`src/rtl/vfs_pkg.sv`:
```
`timescale 1ns / 1ps
// Shared types and constants for the varint / fixed-width serializer.
// No dependencies; imported by vfs_ctrl, vfs_datapath and the top level.
package vfs_pkg;

    localparam int ValueWidth = 64;
    localparam int ByteWidth  = 8;
    localparam int GroupWidth = 7;
    localparam int CountWidth = 4;   // holds a byte count of up to 8

    localparam logic [ByteWidth-1:0]  CONT_BIT   = 8'h80;
    localparam logic [GroupWidth-1:0] GROUP_MASK = 7'h7f;

    // Input format codes
    typedef enum logic [2:0] {
        OP_FIX8     = 3'd0,
        OP_FIX16    = 3'd1,
        OP_FIX32    = 3'd2,
        OP_FIX64    = 3'd3,
        OP_VAR32    = 3'd4,
        OP_ZIGZAG32 = 3'd5,
        OP_VAR64    = 3'd6,
        OP_ZIGZAG64 = 3'd7
    } op_t;

    // Emission mode held for the item in flight
    typedef enum logic [1:0] {
        FMT_FIX_LE = 2'd0,
        FMT_FIX_BE = 2'd1,
        FMT_VAR    = 2'd2
    } fmt_t;

    // Controller -> datapath
    typedef struct packed {
        logic load;   // capture a new item
        logic emit;   // move the next byte into the output register
    } dp_cmd_t;

    // Datapath -> controller
    typedef struct packed {
        logic is_last;  // the byte at the head of the shifter ends the item
    } dp_sts_t;

endpackage

```
`src/rtl/vfs_datapath.sv`:
```
`timescale 1ns / 1ps
// Datapath: format word loader, byte shifter and output byte register.
// Depends on vfs_pkg.
module vfs_datapath (
    input  logic                        aclk,
    input  logic                        aresetn,
    input  logic                        cfg_wr_en,
    input  logic                        cfg_wr_data,
    input  logic [2:0]                  s_op,
    input  logic [63:0]                 s_value,
    input  vfs_pkg::dp_cmd_t            cmd,
    output vfs_pkg::dp_sts_t            sts,
    output logic [7:0]                  m_out_byte,
    output logic                        m_last
);
    import vfs_pkg::*;

    logic                  little_endian_reg;
    logic [ValueWidth-1:0] word_reg,  word_next;
    logic [CountWidth-1:0] count_reg, count_next;
    fmt_t                  fmt_reg,   fmt_next;
    logic [ByteWidth-1:0]  byte_reg,  byte_next;
    logic                  last_reg,  last_next;

    logic [ValueWidth-1:0] load_word;
    logic [CountWidth-1:0] load_count;
    fmt_t                  load_fmt;
    logic                  more;
    logic [31:0]           zz32;
    logic [ValueWidth-1:0] zz64;

    // Zigzag maps
    assign zz32 = {s_value[30:0], 1'b0} ^ {32{s_value[31]}};
    assign zz64 = {s_value[62:0], 1'b0} ^ {ValueWidth{s_value[63]}};

    // Big endian fields are left-aligned so the top byte always goes first.
    always_comb begin
        load_word  = '0;
        load_count = '0;
        load_fmt   = little_endian_reg ? FMT_FIX_LE : FMT_FIX_BE;
        case (op_t'(s_op))
            OP_FIX8: begin
                load_count = 4'd1;
                load_word  = little_endian_reg ? {56'd0, s_value[7:0]}
                                               : {s_value[7:0], 56'd0};
            end
            OP_FIX16: begin
                load_count = 4'd2;
                load_word  = little_endian_reg ? {48'd0, s_value[15:0]}
                                               : {s_value[15:0], 48'd0};
            end
            OP_FIX32: begin
                load_count = 4'd4;
                load_word  = little_endian_reg ? {32'd0, s_value[31:0]}
                                               : {s_value[31:0], 32'd0};
            end
            OP_FIX64: begin
                load_count = 4'd8;
                load_word  = s_value;
            end
            OP_VAR32: begin
                load_fmt  = FMT_VAR;
                load_word = {32'd0, s_value[31:0]};
            end
            OP_ZIGZAG32: begin
                load_fmt  = FMT_VAR;
                load_word = {32'd0, zz32};
            end
            OP_VAR64: begin
                load_fmt  = FMT_VAR;
                load_word = s_value;
            end
            OP_ZIGZAG64: begin
                load_fmt  = FMT_VAR;
                load_word = zz64;
            end
            default: begin
                load_fmt  = FMT_VAR;
                load_word = s_value;
            end
        endcase
    end

    // Varint continues while bits remain above the low group
    assign more = |word_reg[ValueWidth-1:GroupWidth];

    always_comb begin
        word_next  = word_reg;
        count_next = count_reg;
        fmt_next   = fmt_reg;
        byte_next  = byte_reg;
        last_next  = last_reg;
        sts.is_last = 1'b0;
        case (fmt_reg)
            FMT_VAR:    sts.is_last = !more;
            FMT_FIX_LE,
            FMT_FIX_BE: sts.is_last = (count_reg == 4'd1);
            default:    sts.is_last = 1'b1;
        endcase
        if (cmd.load) begin
            word_next  = load_word;
            count_next = load_count;
            fmt_next   = load_fmt;
        end else if (cmd.emit) begin
            last_next  = sts.is_last;
            count_next = count_reg - 4'd1;
            case (fmt_reg)
                FMT_VAR: begin
                    byte_next = (more ? CONT_BIT : 8'h00)
                              | {1'b0, word_reg[GroupWidth-1:0] & GROUP_MASK};
                    word_next = word_reg >> GroupWidth;
                end
                FMT_FIX_LE: begin
                    byte_next = word_reg[ByteWidth-1:0];
                    word_next = word_reg >> ByteWidth;
                end
                FMT_FIX_BE: begin
                    byte_next = word_reg[ValueWidth-1 -: ByteWidth];
                    word_next = word_reg << ByteWidth;
                end
                default: begin
                    byte_next = word_reg[ByteWidth-1:0];
                end
            endcase
        end
    end

    always_ff @(posedge aclk) begin
        if (!aresetn) begin
            little_endian_reg <= 1'b0;
            fmt_reg           <= FMT_VAR;
            count_reg         <= '0;
        end else begin
            if (cfg_wr_en) begin
                little_endian_reg <= cfg_wr_data;
            end
            fmt_reg   <= fmt_next;
            count_reg <= count_next;
        end
    end

    always_ff @(posedge aclk) begin
        word_reg <= word_next;
        byte_reg <= byte_next;
        last_reg <= last_next;
    end

    assign m_out_byte = byte_reg;
    assign m_last     = last_reg;

endmodule

```
`src/rtl/vfs_ctrl.sv`:
```
`timescale 1ns / 1ps
// Controller: item sequencing and output valid handshake.
// Depends on vfs_pkg.
module vfs_ctrl (
    input  logic              aclk,
    input  logic              aresetn,
    input  logic              s_valid,
    output logic              s_ready,
    output logic              m_valid,
    input  logic              m_ready,
    output vfs_pkg::dp_cmd_t  cmd,
    input  vfs_pkg::dp_sts_t  sts
);
    import vfs_pkg::*;

    typedef enum logic {
        ST_IDLE,
        ST_SEND
    } state_t;

    state_t state_reg, state_next;
    logic   m_valid_reg, m_valid_next;
    logic   slot_free;

    assign slot_free = !m_valid_reg || m_ready;
    assign s_ready   = (state_reg == ST_IDLE);
    assign cmd.load  = s_valid && (state_reg == ST_IDLE);
    assign cmd.emit  = (state_reg == ST_SEND) && slot_free;
    assign m_valid   = m_valid_reg;

    always_comb begin
        state_next   = state_reg;
        m_valid_next = m_valid_reg;
        if (m_ready) begin
            m_valid_next = 1'b0;
        end
        case (state_reg)
            ST_IDLE: begin
                if (cmd.load) begin
                    state_next = ST_SEND;
                end
            end
            ST_SEND: begin
                if (cmd.emit) begin
                    m_valid_next = 1'b1;
                    if (sts.is_last) begin
                        state_next = ST_IDLE;
                    end
                end
            end
            default: state_next = ST_IDLE;
        endcase
    end

    always_ff @(posedge aclk) begin
        if (!aresetn) begin
            state_reg   <= ST_IDLE;
            m_valid_reg <= 1'b0;
        end else begin
            state_reg   <= state_next;
            m_valid_reg <= m_valid_next;
        end
    end

    // A byte moved into the output register is offered next cycle
    a_emit_valid: assert property (@(posedge aclk) disable iff (!aresetn)
        cmd.emit |=> m_valid_reg)
        else $error("emitted byte not presented");

    // A pending byte is never overwritten
    a_no_overwrite: assert property (@(posedge aclk) disable iff (!aresetn)
        (m_valid_reg && !m_ready) |-> !cmd.emit)
        else $error("output byte overwritten while stalled");

    // Final byte of an item frees the input side
    a_last_idle: assert property (@(posedge aclk) disable iff (!aresetn)
        (cmd.emit && sts.is_last) |=> (state_reg == ST_IDLE))
        else $error("controller did not return to idle after last byte");

    // No new item while one is being sent
    a_no_load_busy: assert property (@(posedge aclk) disable iff (!aresetn)
        (state_reg == ST_SEND) |-> !cmd.load)
        else $error("item loaded while busy");

endmodule

```
`src/rtl/varint_fixed_serializer.sv`:
```
`timescale 1ns / 1ps
// Top level of the varint / fixed-width integer serializer.
// Depends on vfs_pkg, vfs_ctrl and vfs_datapath.
//
// Usage:
//   Input channel (s_valid/s_ready, s_op, s_value): one integer per item.
//     s_op picks fix8/16/32/64, var32, zigzag32, var64 or zigzag64.
//   Output channel (m_valid/m_ready, m_out_byte, m_last): one byte per transfer,
//     m_last flags the final byte of each input item.
//   Config: cfg_wr_en/cfg_wr_data write little_endian (fixed formats only,
//     0 = big endian). Write only while the block is idle.
// Sequence:
//   An item of n bytes (1..10) is loaded into the word register when it is
//   accepted and then shifted out a byte at a time, waiting while the output
//   register holds a byte that is not taken. The input side is not ready again
//   until the final byte has moved into the output register. m_valid rises
//   when the first byte enters the output register. The next item may be
//   accepted while the final byte of the previous one still sits in it.
// Reset: aresetn (synchronous, active low) clears the controller, drops
//   m_valid and sets little_endian to 0.
// Stall: when m_valid is high and m_ready low the output byte holds and the
//   shifter waits; nothing is dropped.
module varint_fixed_serializer (
    input  logic        aclk,
    input  logic        aresetn,
    input  logic        cfg_wr_en,
    input  logic        cfg_wr_data,
    input  logic        s_valid,
    output logic        s_ready,
    input  logic [2:0]  s_op,
    input  logic [63:0] s_value,
    output logic        m_valid,
    input  logic        m_ready,
    output logic [7:0]  m_out_byte,
    output logic        m_last
);
    import vfs_pkg::*;

    dp_cmd_t cmd;
    dp_sts_t sts;

    // Sequencing and handshake
    vfs_ctrl u_ctrl (
        .aclk    (aclk),
        .aresetn (aresetn),
        .s_valid (s_valid),
        .s_ready (s_ready),
        .m_valid (m_valid),
        .m_ready (m_ready),
        .cmd     (cmd),
        .sts     (sts)
    );

    // Word formatting, byte shifting, output register
    vfs_datapath u_dp (
        .aclk        (aclk),
        .aresetn     (aresetn),
        .cfg_wr_en   (cfg_wr_en),
        .cfg_wr_data (cfg_wr_data),
        .s_op        (s_op),
        .s_value     (s_value),
        .cmd         (cmd),
        .sts         (sts),
        .m_out_byte  (m_out_byte),
        .m_last      (m_last)
    );

endmodule

```
`config.mk`:
```
export PLATFORM = sky130hd
export DESIGN_NAME = varint_fixed_serializer
export DESIGN_NICKNAME = d
export VERILOG_FILES = /design/src/rtl/vfs_pkg.sv /design/src/rtl/vfs_datapath.sv /design/src/rtl/vfs_ctrl.sv /design/src/rtl/varint_fixed_serializer.sv
export SDC_FILE = /design/constraint.sdc
export NUM_CORES = 1
export LEC_CHECK = 0
export ABC_CLOCK_PERIOD_IN_PS = 13300
export BUFFER_PORTS_ARGS = -buffer_cell sky130_fd_sc_hd__buf_2
export CELL_PAD_IN_SITES_DETAIL_PLACEMENT = 0
export CELL_PAD_IN_SITES_GLOBAL_PLACEMENT = 2
export CORE_UTILIZATION = 40
export DETAILED_ROUTE_END_ITERATION = 8
export PLACE_DENSITY_LB_ADDON = 0.1
export SLEW_MARGIN = 5
export SYNTH_ARGS = -nofsm -noshare
export SYNTH_HDL_FRONTEND = slang
export SYNTH_SLANG_ARGS = --single-unit
```
`constraint.sdc`:
```
create_clock -name aclk -period 13.3 [get_ports aclk]
set_input_delay 2.66 -clock aclk [delete_from_list [all_inputs] [get_ports aclk]]
set_output_delay 2.66 -clock aclk [all_outputs]
set_load 0.005 [all_outputs]
```
==> flow_summary_export.csv, run 1 <==
group,metric,value,unit
drt,routed_wl,23000,um
drt,ant_nets,0,
drt,drt_drc,3,
grt,grt_usage,29.2,%
power,worst_ir_drop_vdd,0.0000636,V
grt,grt_first_pass_wirelength,33800,um
hold_path,hold_class,"register to register",
drt,drt_first_pass_iters,9,
sta,rsz0062_at_grt,"no",
outcome,outcome,"finished, violations left",
power,post-layout-total-power,0.853,mW
sta,transition_time_of_the_tightest_slew_check_pin,1110,ps
drt,drt_iter0_drc,1037,
synth,netlist.top_cell.by_area,"edfxtp_1",
sta,min_period_over_period,34.1,%
floorplanning,pin_count,84,
power,power.static_leakage,2.48,nW
synth,post_synth_instance_area,6080,um^2
synth,post-synth-top-count-cell,"edfxtp_1",
floorplanning,die_area,15700,um^2
placement,dpl_worst_slack,8480,ps
synth,synth_seq_area_share,39.0,%
cells_and_area,area.growth.synth_to_final,12.1,%
worst_setup_path,worstPathRequired,13480,ps
floorplanning,initial_utilization,41.4,%
worst_setup_path,critical_path_arrival,4720,ps
grt,grt_max_degree,69,
synth,netlist.area_leader.share,36.1,%
drt,routed-via-count,5911,
synth,synth_cells,629,
sta,tns_setup,0,ps
placement,dp_hpwl,16400,um
cells_and_area,fillCellCount,1412,
clocking,clk_transition_reported_paths,60,ps
clocking,clock_sinks,82,
sta,final-hold-violation-count,0,
synth,number_of_distinct_library_cells_after_synthesis,53,
drt,vias_per_cell,6.91,
placement,routabilityCongestion,0.895,
sta,fin_skew,10.1,ps
clocking,clock_insertion_delay_worst_skew,360,ps
clocking,cts.path.max_buffers,2,
cells_and_area,layout-drive-gt1-share,17.9,%
clocking,post-cts-setup-buffer-count,0,
synth,fraction_of_registers_with_async_set_or_reset_after_synthesis,0,%
cells_and_area,finish.cell_count_without_fillers,856,
worst_setup_path,critPathMaxFanout,31,
synth,syn_area_per_cell,9.66,um^2
power,powerDensity,125,nW/um^2
sta,final_period_minus_worst_setup_slack,4540,ps
floorplanning,die_height,125,um
clocking,cts.root.buffer_cell,"clkbuf_16",
synth,synth.top_cells.by_area,"edfxtp_1, a21oi_1, a22o_1",
floorplanning,floorplan.die.width,125,um
sta,final-max-slew-violation-count,0,
worst_setup_path,criticalPathCategory,"input pin to register",
worst_setup_path,cp-startpoint,"s_op[1]",
synth,ys_dominant_reg_cell,"edfxtp_1",
grt,first_global_vias,5266,
worst_setup_path,startpoint_kind_of_the_worst_setup_timing_path,"input pin",
synth,ys.warnings.count,0,
floorplanning,coreArea,14700,um^2
drt,wl_per_cell,26.8,um
hold_path,timing.hold.worst.start,"u_dp.fmt_reg[1]",
placement,placed_cells_incl_taps,840,
cells_and_area,largest_reg_flops,64,
sta,fmax,220,MHz
cells_and_area,fin_nets,746,
placement,port_buffers,83,
clocking,gates_resized_cts_repair,0,
worst_setup_path,reg2reg_from,"u_dp.fmt_reg[0]",
grt,grt-ovfl-total,0,
flow_run,timing.max_cap.violations,0,
sta,finalSetupViolations,0,
sta,post-route-worst-setup-slack,8760,ps
outcome,failed_checks,"DRC",
clocking,cts_htree_levels,3,
grt,antenna_found_initial,0,
sta,relSlewSlack,26.2,%
floorplanning,std_cell_rows,44,
synth,number_of_synthesized_register_bits,82,
synth,synth_fp_nets,708,
synth,number_of_synthesized_flops_with_an_enable_pin,73,
synth,yosys-top-cells-count,"edfxtp_1, a21oi_1, a22o_1",
cells_and_area,diodes,0,
worst_setup_path,worst_setup_path_end_kind,"register",
clocking,tritoncts,"done",
clocking,cts_buffers,9,
clocking,ctsHoldBuffers,0,
==> critical path: stages <==
cell and delay (ps):
buf_2 400, and3_1 980, a222oi_1 210, a21boi_0 240, o22ai_1 220
==> placed cells by master, fill, tap and decap left out, drive strengths merged, types with 25 or more instances in the layout <==
| cell | instances |
|---|---|
| buf | 92 |
| nor2 | 26 |
| a22o | 40 |
| xnor2 | 26 |
| edfxtp | 73 |
| o21ai | 25 |
| xor2 | 38 |
| nand2 | 28 |
| a21oi | 72 |
| a22oi | 31 |
==> metal layers <==
metal / wire length (um) / vias up / track usage (%) / share of wire (%)
met1: 10400 / 2897 / 45.1 / 45
li1: - / 2604 / - / -
met4: 415 / 0 / 10.3 / 1.8
met3: 2680 / 27 / 5.69 / 12
met2: 9460 / 383 / 39.9 / 41
met5: 0 / - / 0 / 0
==> cell families after synthesis <==
group	share of synthesized area, %
compound gates	33.5
simple gates	10.8
flops	39.0
buf+inv	5.52
xor+xnor	9.35
fa+ha+maj	1.24
mux	0.535
==> layout make-up <==
cell class	instances	area, um^2	share of cell area (%)
multi-input cells	472	3410	50.0
well taps	184	230	3.38
clock buffers	10	229	3.36
inverters	10	37.5	0.551
repair buffers	92	483	7.09
clock inverters	6	57.6	0.845
flip-flops and latches	82	2370	34.8
==> through the flow <==
step	hold slack [ps]	instance area, um^2	util (%)
2_1_floorplan	500	6080	-
3_3_place_gp	514	6530	44.4
3_5_place_dp	536	6530	44.4
4_1_cts	544	6820	46.4
5_1_grt	568	6820	46.4
6_report	541	6820	46.4
==> power breakdown <==
part / internal (mW) / leakage, nW / switching, mW / total (mW)
clock network: 0.144 / 0.144 / 0.107 / 0.251
logic: 0.0845 / 1.53 / 0.127 / 0.211
registers: 0.335 / 0.805 / 0.0555 / 0.391
==> path summary, 6_finish.rpt <==
| check | to | slack, ps | depth (start not counted) |
|---|---|---|---|
| setup / recovery | u_dp.word_reg[49] | 8760 | 5 |
| hold / removal | u_dp.fmt_reg[1] | 540 | 2 |
| setup reg to reg | u_dp.word_reg[52] | 10640 | 7 |
| hold reg to reg | u_dp.fmt_reg[1] | 540 | 2 |
(Power assumes the default switching activity.)
==> run 2: changes to the inputs <==
--- a/config.mk
+++ b/config.mk
@@ -5,11 +5,11 @@
 export SDC_FILE = /design/constraint.sdc
 export NUM_CORES = 1
 export LEC_CHECK = 0
-export ABC_CLOCK_PERIOD_IN_PS = 13300
+export ABC_CLOCK_PERIOD_IN_PS = 3800
 export BUFFER_PORTS_ARGS = -buffer_cell sky130_fd_sc_hd__buf_2
 export CELL_PAD_IN_SITES_DETAIL_PLACEMENT = 0
 export CELL_PAD_IN_SITES_GLOBAL_PLACEMENT = 2
-export CORE_UTILIZATION = 40
+export CORE_UTILIZATION = 33
 export DETAILED_ROUTE_END_ITERATION = 8
 export PLACE_DENSITY_LB_ADDON = 0.1
 export SLEW_MARGIN = 5
==> constraint.sdc (replaced) <==
create_clock -name aclk -period 3.8 [get_ports aclk]
set_input_delay 0.76 -clock aclk [delete_from_list [all_inputs] [get_ports aclk]]
set_output_delay 0.76 -clock aclk [all_outputs]
set_load 0.005 [all_outputs]
==> run 2 against run 1 <==
The run now ends clean. Clock power rose to 4.1 times the previous value. Routed wire length up 11%. Sequential cell count unchanged. Sequential power rose to 3.5 times the previous value. Critical path type unchanged. Core utilization down 7.5 points. Total power rose to 3.7 times the previous value. Count of clock-buffer cells in the layout up 3. Global-route usage down 2.1 points.
==> flow_summary_export.csv, run 2 (same netlist as run 1, synthesis figures left out) <==
group,metric,value,unit
outcome,outcome,"finished, final reports clean",
drt,drt_first_pass_iters,9,
power,worst_ir_drop_vdd,0.000221,V
cells_and_area,fin_nets,754,
sta,final-hold-violation-count,0,
drt,routed-via-count,5966,
worst_setup_path,criticalPathCategory,"input pin to register",
worst_setup_path,worst_setup_path_end_kind,"register",
sta,final_period_minus_worst_setup_slack,2580,ps
sta,finalSetupViolations,0,
grt,grt_first_pass_wirelength,36800,um
sta,fin_skew,9.76,ps
power,powerDensity,453,nW/um^2
cells_and_area,largest_reg_flops,64,
placement,routabilityCongestion,0.856,
cells_and_area,final_cell_mix,"buf_2, edfxtp_1, a21oi_1, a22o_1, xor2_1",
clocking,post-cts-setup-buffer-count,0,
sta,transition_time_of_the_tightest_slew_check_pin,910,ps
clocking,clock_sinks,82,
worst_setup_path,worstPathRequired,4000,ps
flow_run,timing.max_cap.violations,0,
clocking,gates_resized_cts_repair,0,
floorplanning,coreArea,18000,um^2
worst_setup_path,critical_path_arrival,2780,ps
grt,grt_usage,27.2,%
floorplanning,initial_utilization,33.7,%
power,post-layout-total-power,3.18,mW
placement,placed_cells_incl_taps,893,
floorplanning,pin_count,84,
drt,wl_per_cell,27.9,um
drt,maxUsedRoutingLayer,"met5",
drt,vias_per_cell,6.56,
placement,port_buffers,83,
clocking,clk_transition_reported_paths,60,ps
grt,antenna_found_initial,1,
sta,relSlewSlack,39.3,%
drt,routed-wl-met2,10700,um
drt,ant_nets,0,
worst_setup_path,critPathMaxFanout,28,
sta,fmax,388,MHz
clocking,cts.root.buffer_cell,"clkbuf_16",
clocking,cts_htree_levels,3,
floorplanning,die_height,138,um
drt,routed_wl,25400,um
hold_path,hold_class,"register to register",
power,power.static_leakage,2.55,nW
sta,rsz0062_at_grt,"no",
cells_and_area,layout_commonest_cell,"buf_2",
sta,min_period_over_period,67.9,%
clocking,cts_buffers,9,
placement,dp_hpwl,18300,um
clocking,clock_insertion_delay_worst_skew,360,ps
floorplanning,std_cell_rows,49,
cells_and_area,layout-drive-gt1-share,19.1,%
cells_and_area,finish.utilization,38.9,%
worst_setup_path,startpoint_kind_of_the_worst_setup_timing_path,"input pin",
sta,final-max-slew-violation-count,0,
sta,tns_setup,0,ps
cells_and_area,finish.cell_count_without_fillers,909,
grt,grt-ovfl-total,0,
floorplanning,die_area,19000,um^2
drt,drt_drc,0,
cells_and_area,diodes,0,
grt,first_global_vias,5405,
drt,drt_iter0_drc,779,
floorplanning,floorplan.die.width,138,um
cells_and_area,area.growth.synth_to_final,15.4,%
drt,met3WireLength,2170,um
clocking,cts.path.max_buffers,2,
clocking,ctsHoldBuffers,0,
grt,grt_max_degree,66,
drt,route.layer.met1.wl,12100,um
clocking,tritoncts,"done",
-- run 2: cell count changes in the layout (fill, tap and decap cells not counted), sizes merged --
cell	change
buf	+8
bufinv	+1
clkbuf	+3
clkinv	-4
-- run 2: per-stage QoR --
| stage | instance area, um^2 | hold slack (ps) | worst slack, ps |
|---|---|---|---|
| floorplan | 6080 | 500 | 571 |
| global placement | 6660 | 520 | 942 |
| detailed placement | 6660 | 533 | 916 |
| CTS | 7010 | 542 | 1280 |
| global route | 7010 | 560 | 1130 |
| finish | 7010 | 545 | 1220 |
-- run 2: layer usage --
| metal | vias up | GRT usage (%) |
|---|---|---|
| met3 | 32 | 5.26 |
| li1 | 2617 | - |
| met2 | 314 | 38.2 |
| met1 | 3001 | 41.6 |
| met5 | - | 0 |
| met4 | 2 | 6.88 |
-- run 2: final cells by class --
class                      instances  area (um^2)
timing repair buffer             100          556
clock inverter                     3         68.8
inverter                          10         37.5
multi-input combinational        472         3410
clock buffer                      13          280
fill                            1861        11000
sequential                        82         2370
tap                              229          287
-- run 2: worst paths after layout --
path | cells past startpoint | start | to | slack [ps]
worst min register to register | 2 | u_dp.fmt_reg[1] | u_dp.fmt_reg[1] | 540
worst max-delay path | 6 | s_op[1] | u_dp.word_reg[50] | 1220
worst min-delay path | 2 | u_dp.fmt_reg[1] | u_dp.fmt_reg[1] | 540
worst max register to register | 5 | u_ctrl.state_reg | u_dp.word_reg[11] | 1350
-- run 2: worst max-delay path: stages --
cell and delay, ps:
buf_2 410, and3_1 840, buf_4 290, a222oi_1 90, a21boi_0 190, o22ai_1 190
-- run 2: power by group --
group / leakage [nW] / switching, mW / internal [mW]
sequential: 0.805 / 0.199 / 1.17
combinational: 1.57 / 0.462 / 0.308
clock: 0.172 / 0.387 / 0.649
==> run 3: changes to the inputs <==
--- a/config.mk
+++ b/config.mk
@@ -5,11 +5,12 @@
 export SDC_FILE = /design/constraint.sdc
 export NUM_CORES = 1
 export LEC_CHECK = 0
-export ABC_CLOCK_PERIOD_IN_PS = 3800
+export ABC_AREA = 1
+export ABC_CLOCK_PERIOD_IN_PS = 2160
 export BUFFER_PORTS_ARGS = -buffer_cell sky130_fd_sc_hd__buf_2
 export CELL_PAD_IN_SITES_DETAIL_PLACEMENT = 0
 export CELL_PAD_IN_SITES_GLOBAL_PLACEMENT = 2
-export CORE_UTILIZATION = 33
+export CORE_UTILIZATION = 29
 export DETAILED_ROUTE_END_ITERATION = 8
 export PLACE_DENSITY_LB_ADDON = 0.1
 export SLEW_MARGIN = 5
==> constraint.sdc (replaced) <==
create_clock -name aclk -period 2.16 [get_ports aclk]
set_input_delay 0.432 -clock aclk [delete_from_list [all_inputs] [get_ports aclk]]
set_output_delay 0.432 -clock aclk [all_outputs]
set_load 0.005 [all_outputs]
==> run 3 against run 2 <==
Synthesized area rose by 12%. Via count rose by 26%. Combinational power rose by 140%. Register-to-register slack got worse by 1200 ps. Design area rose by 18%. Core utilization fell by 2.8 points. Routed wire length rose by 23%. Total power rose by 84%. Sequential power rose by 67%. Global-route usage fell by 0.80 points. Worst setup slack got worse by 1100 ps. Largest power group unchanged.
==> flow_summary_export.csv, run 3 <==
group,metric,value,unit
outcome,outcome,"finished, final reports clean",
drt,routed_wl,31200,um
sta,fin_skew,8.91,ps
clocking,ctsHoldBuffers,0,
drt,vias_per_cell,5.21,
floorplanning,die_height,155,um
sta,final-hold-violation-count,0,
clocking,cts_htree_levels,3,
cells_and_area,layout_commonest_cell,"nand2_1",
drt,drt_iter0_drc,760,
clocking,cts_buffers,9,
clocking,post-cts-setup-buffer-count,0,
floorplanning,std_cell_rows,55,
synth,adder_cell_share_of_the_synthesized_area,1.10,%
clocking,clk_transition_reported_paths,60,ps
cells_and_area,layout-drive-gt1-share,15.5,%
synth,netlist.top_cell.by_area,"edfxtp_1",
placement,port_buffers,83,
worst_setup_path,reg2reg_from,"u_dp.fmt_reg[0]",
grt,use_met2,38.1,%
grt,grt_first_pass_wirelength,46400,um
grt,grt_util_met3,2.62,%
grt,grt_use_met1,40.2,%
worst_setup_path,worstPathRequired,2260,ps
grt,top_usage_layer,"met1",
synth,xor_xnor_cell_area_share_of_the_yosys_netlist,1.03,%
synth,post-synth-top-count-cell,"nand2_1",
synth,synth.area.mux_share,0,%
synth,number_of_synthesized_register_bits,82,
synth,ys.warnings.count,0,
clocking,tritoncts,"done",
clocking,gates_resized_cts_repair,0,
synth,number_of_distinct_library_cells_after_synthesis,36,
synth,area_fraction_in_compound_gates_after_synthesis,23.6,%
drt,drt_drc,0,
worst_setup_path,worst_setup_path_end_kind,"register",
grt,grt_max_degree,85,
placement,dp_hpwl,24300,um
synth,syn_area_per_cell,6.53,um^2
placement,postPlaceCellArea,7910,um^2
synth,netlist.area_leader.share,32.1,%
cells_and_area,area.growth.synth_to_final,20.8,%
grt,grt-ovfl-total,0,
sta,fmax,490,MHz
sta,tns_setup,0,ps
floorplanning,coreArea,22800,um^2
worst_setup_path,reg2reg_depth,7,
floorplanning,floorplan.die.width,155,um
sta,transition_time_of_the_tightest_slew_check_pin,783,ps
worst_setup_path,critical_path_sink,"u_dp.word_reg[18]",
synth,synth_seq_area_share,34.8,%
synth,number_of_synthesized_flops_with_an_enable_pin,73,
sta,final_period_minus_worst_setup_slack,2040,ps
synth,synth_top_family_by_area,"simple AND/OR/NAND/NOR gates",
flow_run,timing.max_cap.violations,0,
hold_path,hold_class,"input pin to register",
drt,drt_first_pass_iters,5,
power,worst_ir_drop_vdd,0.000371,V
drt,ant_nets,0,
synth,post_synth_instance_area,6820,um^2
grt,grt_usage,26.4,%
grt,first_global_vias,6949,
synth,ys_dominant_reg_cell,"edfxtp_1",
clocking,cts.root.buffer_cell,"clkbuf_16",
power,post-layout-total-power,5.84,mW
sta,finalSetupViolations,0,
worst_setup_path,regToRegSetupSlack,120,ps
worst_setup_path,criticalPathCategory,"register to register",
placement,routabilityCongestion,0.887,
grt,antenna_found_initial,0,
sta,relSlewSlack,47.8,%
synth,synth.top_cells.by_area,"edfxtp_1, nand2_1, o21ai_0",
cells_and_area,final_cell_mix,"nand2_1, inv_1, nor2_1, o21ai_0, buf_2",
floorplanning,pin_count,84,
cells_and_area,diodes,0,
worst_setup_path,critPathMaxFanout,18,
clocking,clock_sinks,82,
sta,rsz0062_at_grt,"no",
power,powerDensity,709,nW/um^2
clocking,clock_insertion_delay_worst_skew,350,ps
synth,fraction_of_registers_with_async_set_or_reset_after_synthesis,0,%
synth,yosys-top-cells-count,"nand2_1, inv_1, nor2_1",
clocking,cts.path.max_buffers,2,
drt,routed-via-count,7504,
sta,min_period_over_period,94.4,%
floorplanning,die_area,24100,um^2
worst_setup_path,startpoint_kind_of_the_worst_setup_timing_path,"register",
cells_and_area,largest_reg_flops,64,
worst_setup_path,critical_path_arrival,2140,ps
cells_and_area,fin_nets,1202,
synth,synthSimpleGateAreaFrac,29.2,%
synth,synth_fp_nets,1124,
cells_and_area,finalInstanceArea,8240,um^2
floorplanning,initial_utilization,29.9,%
drt,wl_per_cell,21.7,um
worst_setup_path,timing.rr.end,"u_dp.word_reg[18]",
synth,synth_cells,1045,
sta,final-max-slew-violation-count,0,
worst_setup_path,cp-startpoint,"u_dp.fmt_reg[0]",
cells_and_area,finish.utilization,36.1,%
power,power.static_leakage,3.60,nW
==> run 3: kinds of logic (layout without fill, tap and decap cells) <==
family | count (synthesis) | count (layout)
DFF | 82 | 82
buffers and inverters | 179 | 262
xor gates and xnor gates | 8 | 8
adders and majority gates | 6 | 6
and+or+nand+nor | 488 | 488
AOI/OAI and AO/OA | 282 | 282
==> run 3: metrics by stage <==
stage	std cells	setup WS [ps]	hold WS (ps)
after floorplan	1045	-345	472
after global placement	1425	-47.8	475
after detailed placement	1425	1.42	477
after CTS	1441	87.4	321
after global routing	1441	24.1	363
final	1441	120	339
==> run 3: power breakdown <==
group          leakage (nW)  switching, mW  internal, mW
logic                  2.65           1.22         0.588
registers             0.795          0.207          2.08
clock network         0.163          0.671          1.08
total                  3.60           2.10          3.75
==> run 3: worst max-delay path: stages, from the launching register on <==
cell and delay [ps]:
dfxtp_2 360, inv_1 90, ha_2 220, nor2_4 120, inv_2 80, o31ai_4 220, clkinvlp_4 390, buf_12 300
==> run 3: final cells by class <==
type                    count  area [um^2]
fillers                  2600        14600
clock inverters             4         73.8
clock buffers              12          256
multi-input cells         784         3790
flip-flops and latches     82         2370
inverters                 120          454
well taps                 313          392
repair buffers            126          901
==> run 3: worst min path at each step <==
stage,start,to,slack (ps),cells past startpoint
6_report,cfg_wr_data,u_dp.little_endian_reg,340,3
5_1_grt,cfg_wr_data,u_dp.little_endian_reg,360,3
4_1_cts,cfg_wr_data,u_dp.little_endian_reg,320,3
3_5_place_dp,u_ctrl.m_valid,u_ctrl.m_valid,480,2
3_3_place_gp,u_ctrl.m_valid,u_ctrl.m_valid,480,2
2_1_floorplan,u_dp.count_reg[2],u_dp.count_reg[2],470,2
==> run 3: layer usage <==
layer | routed length [um] | vias to the layer above
li1 | - | 3699
met1 | 15500 | 3503
met2 | 13200 | 268
met3 | 1700 | 34
met4 | 909 | 0
met5 | 0 | -
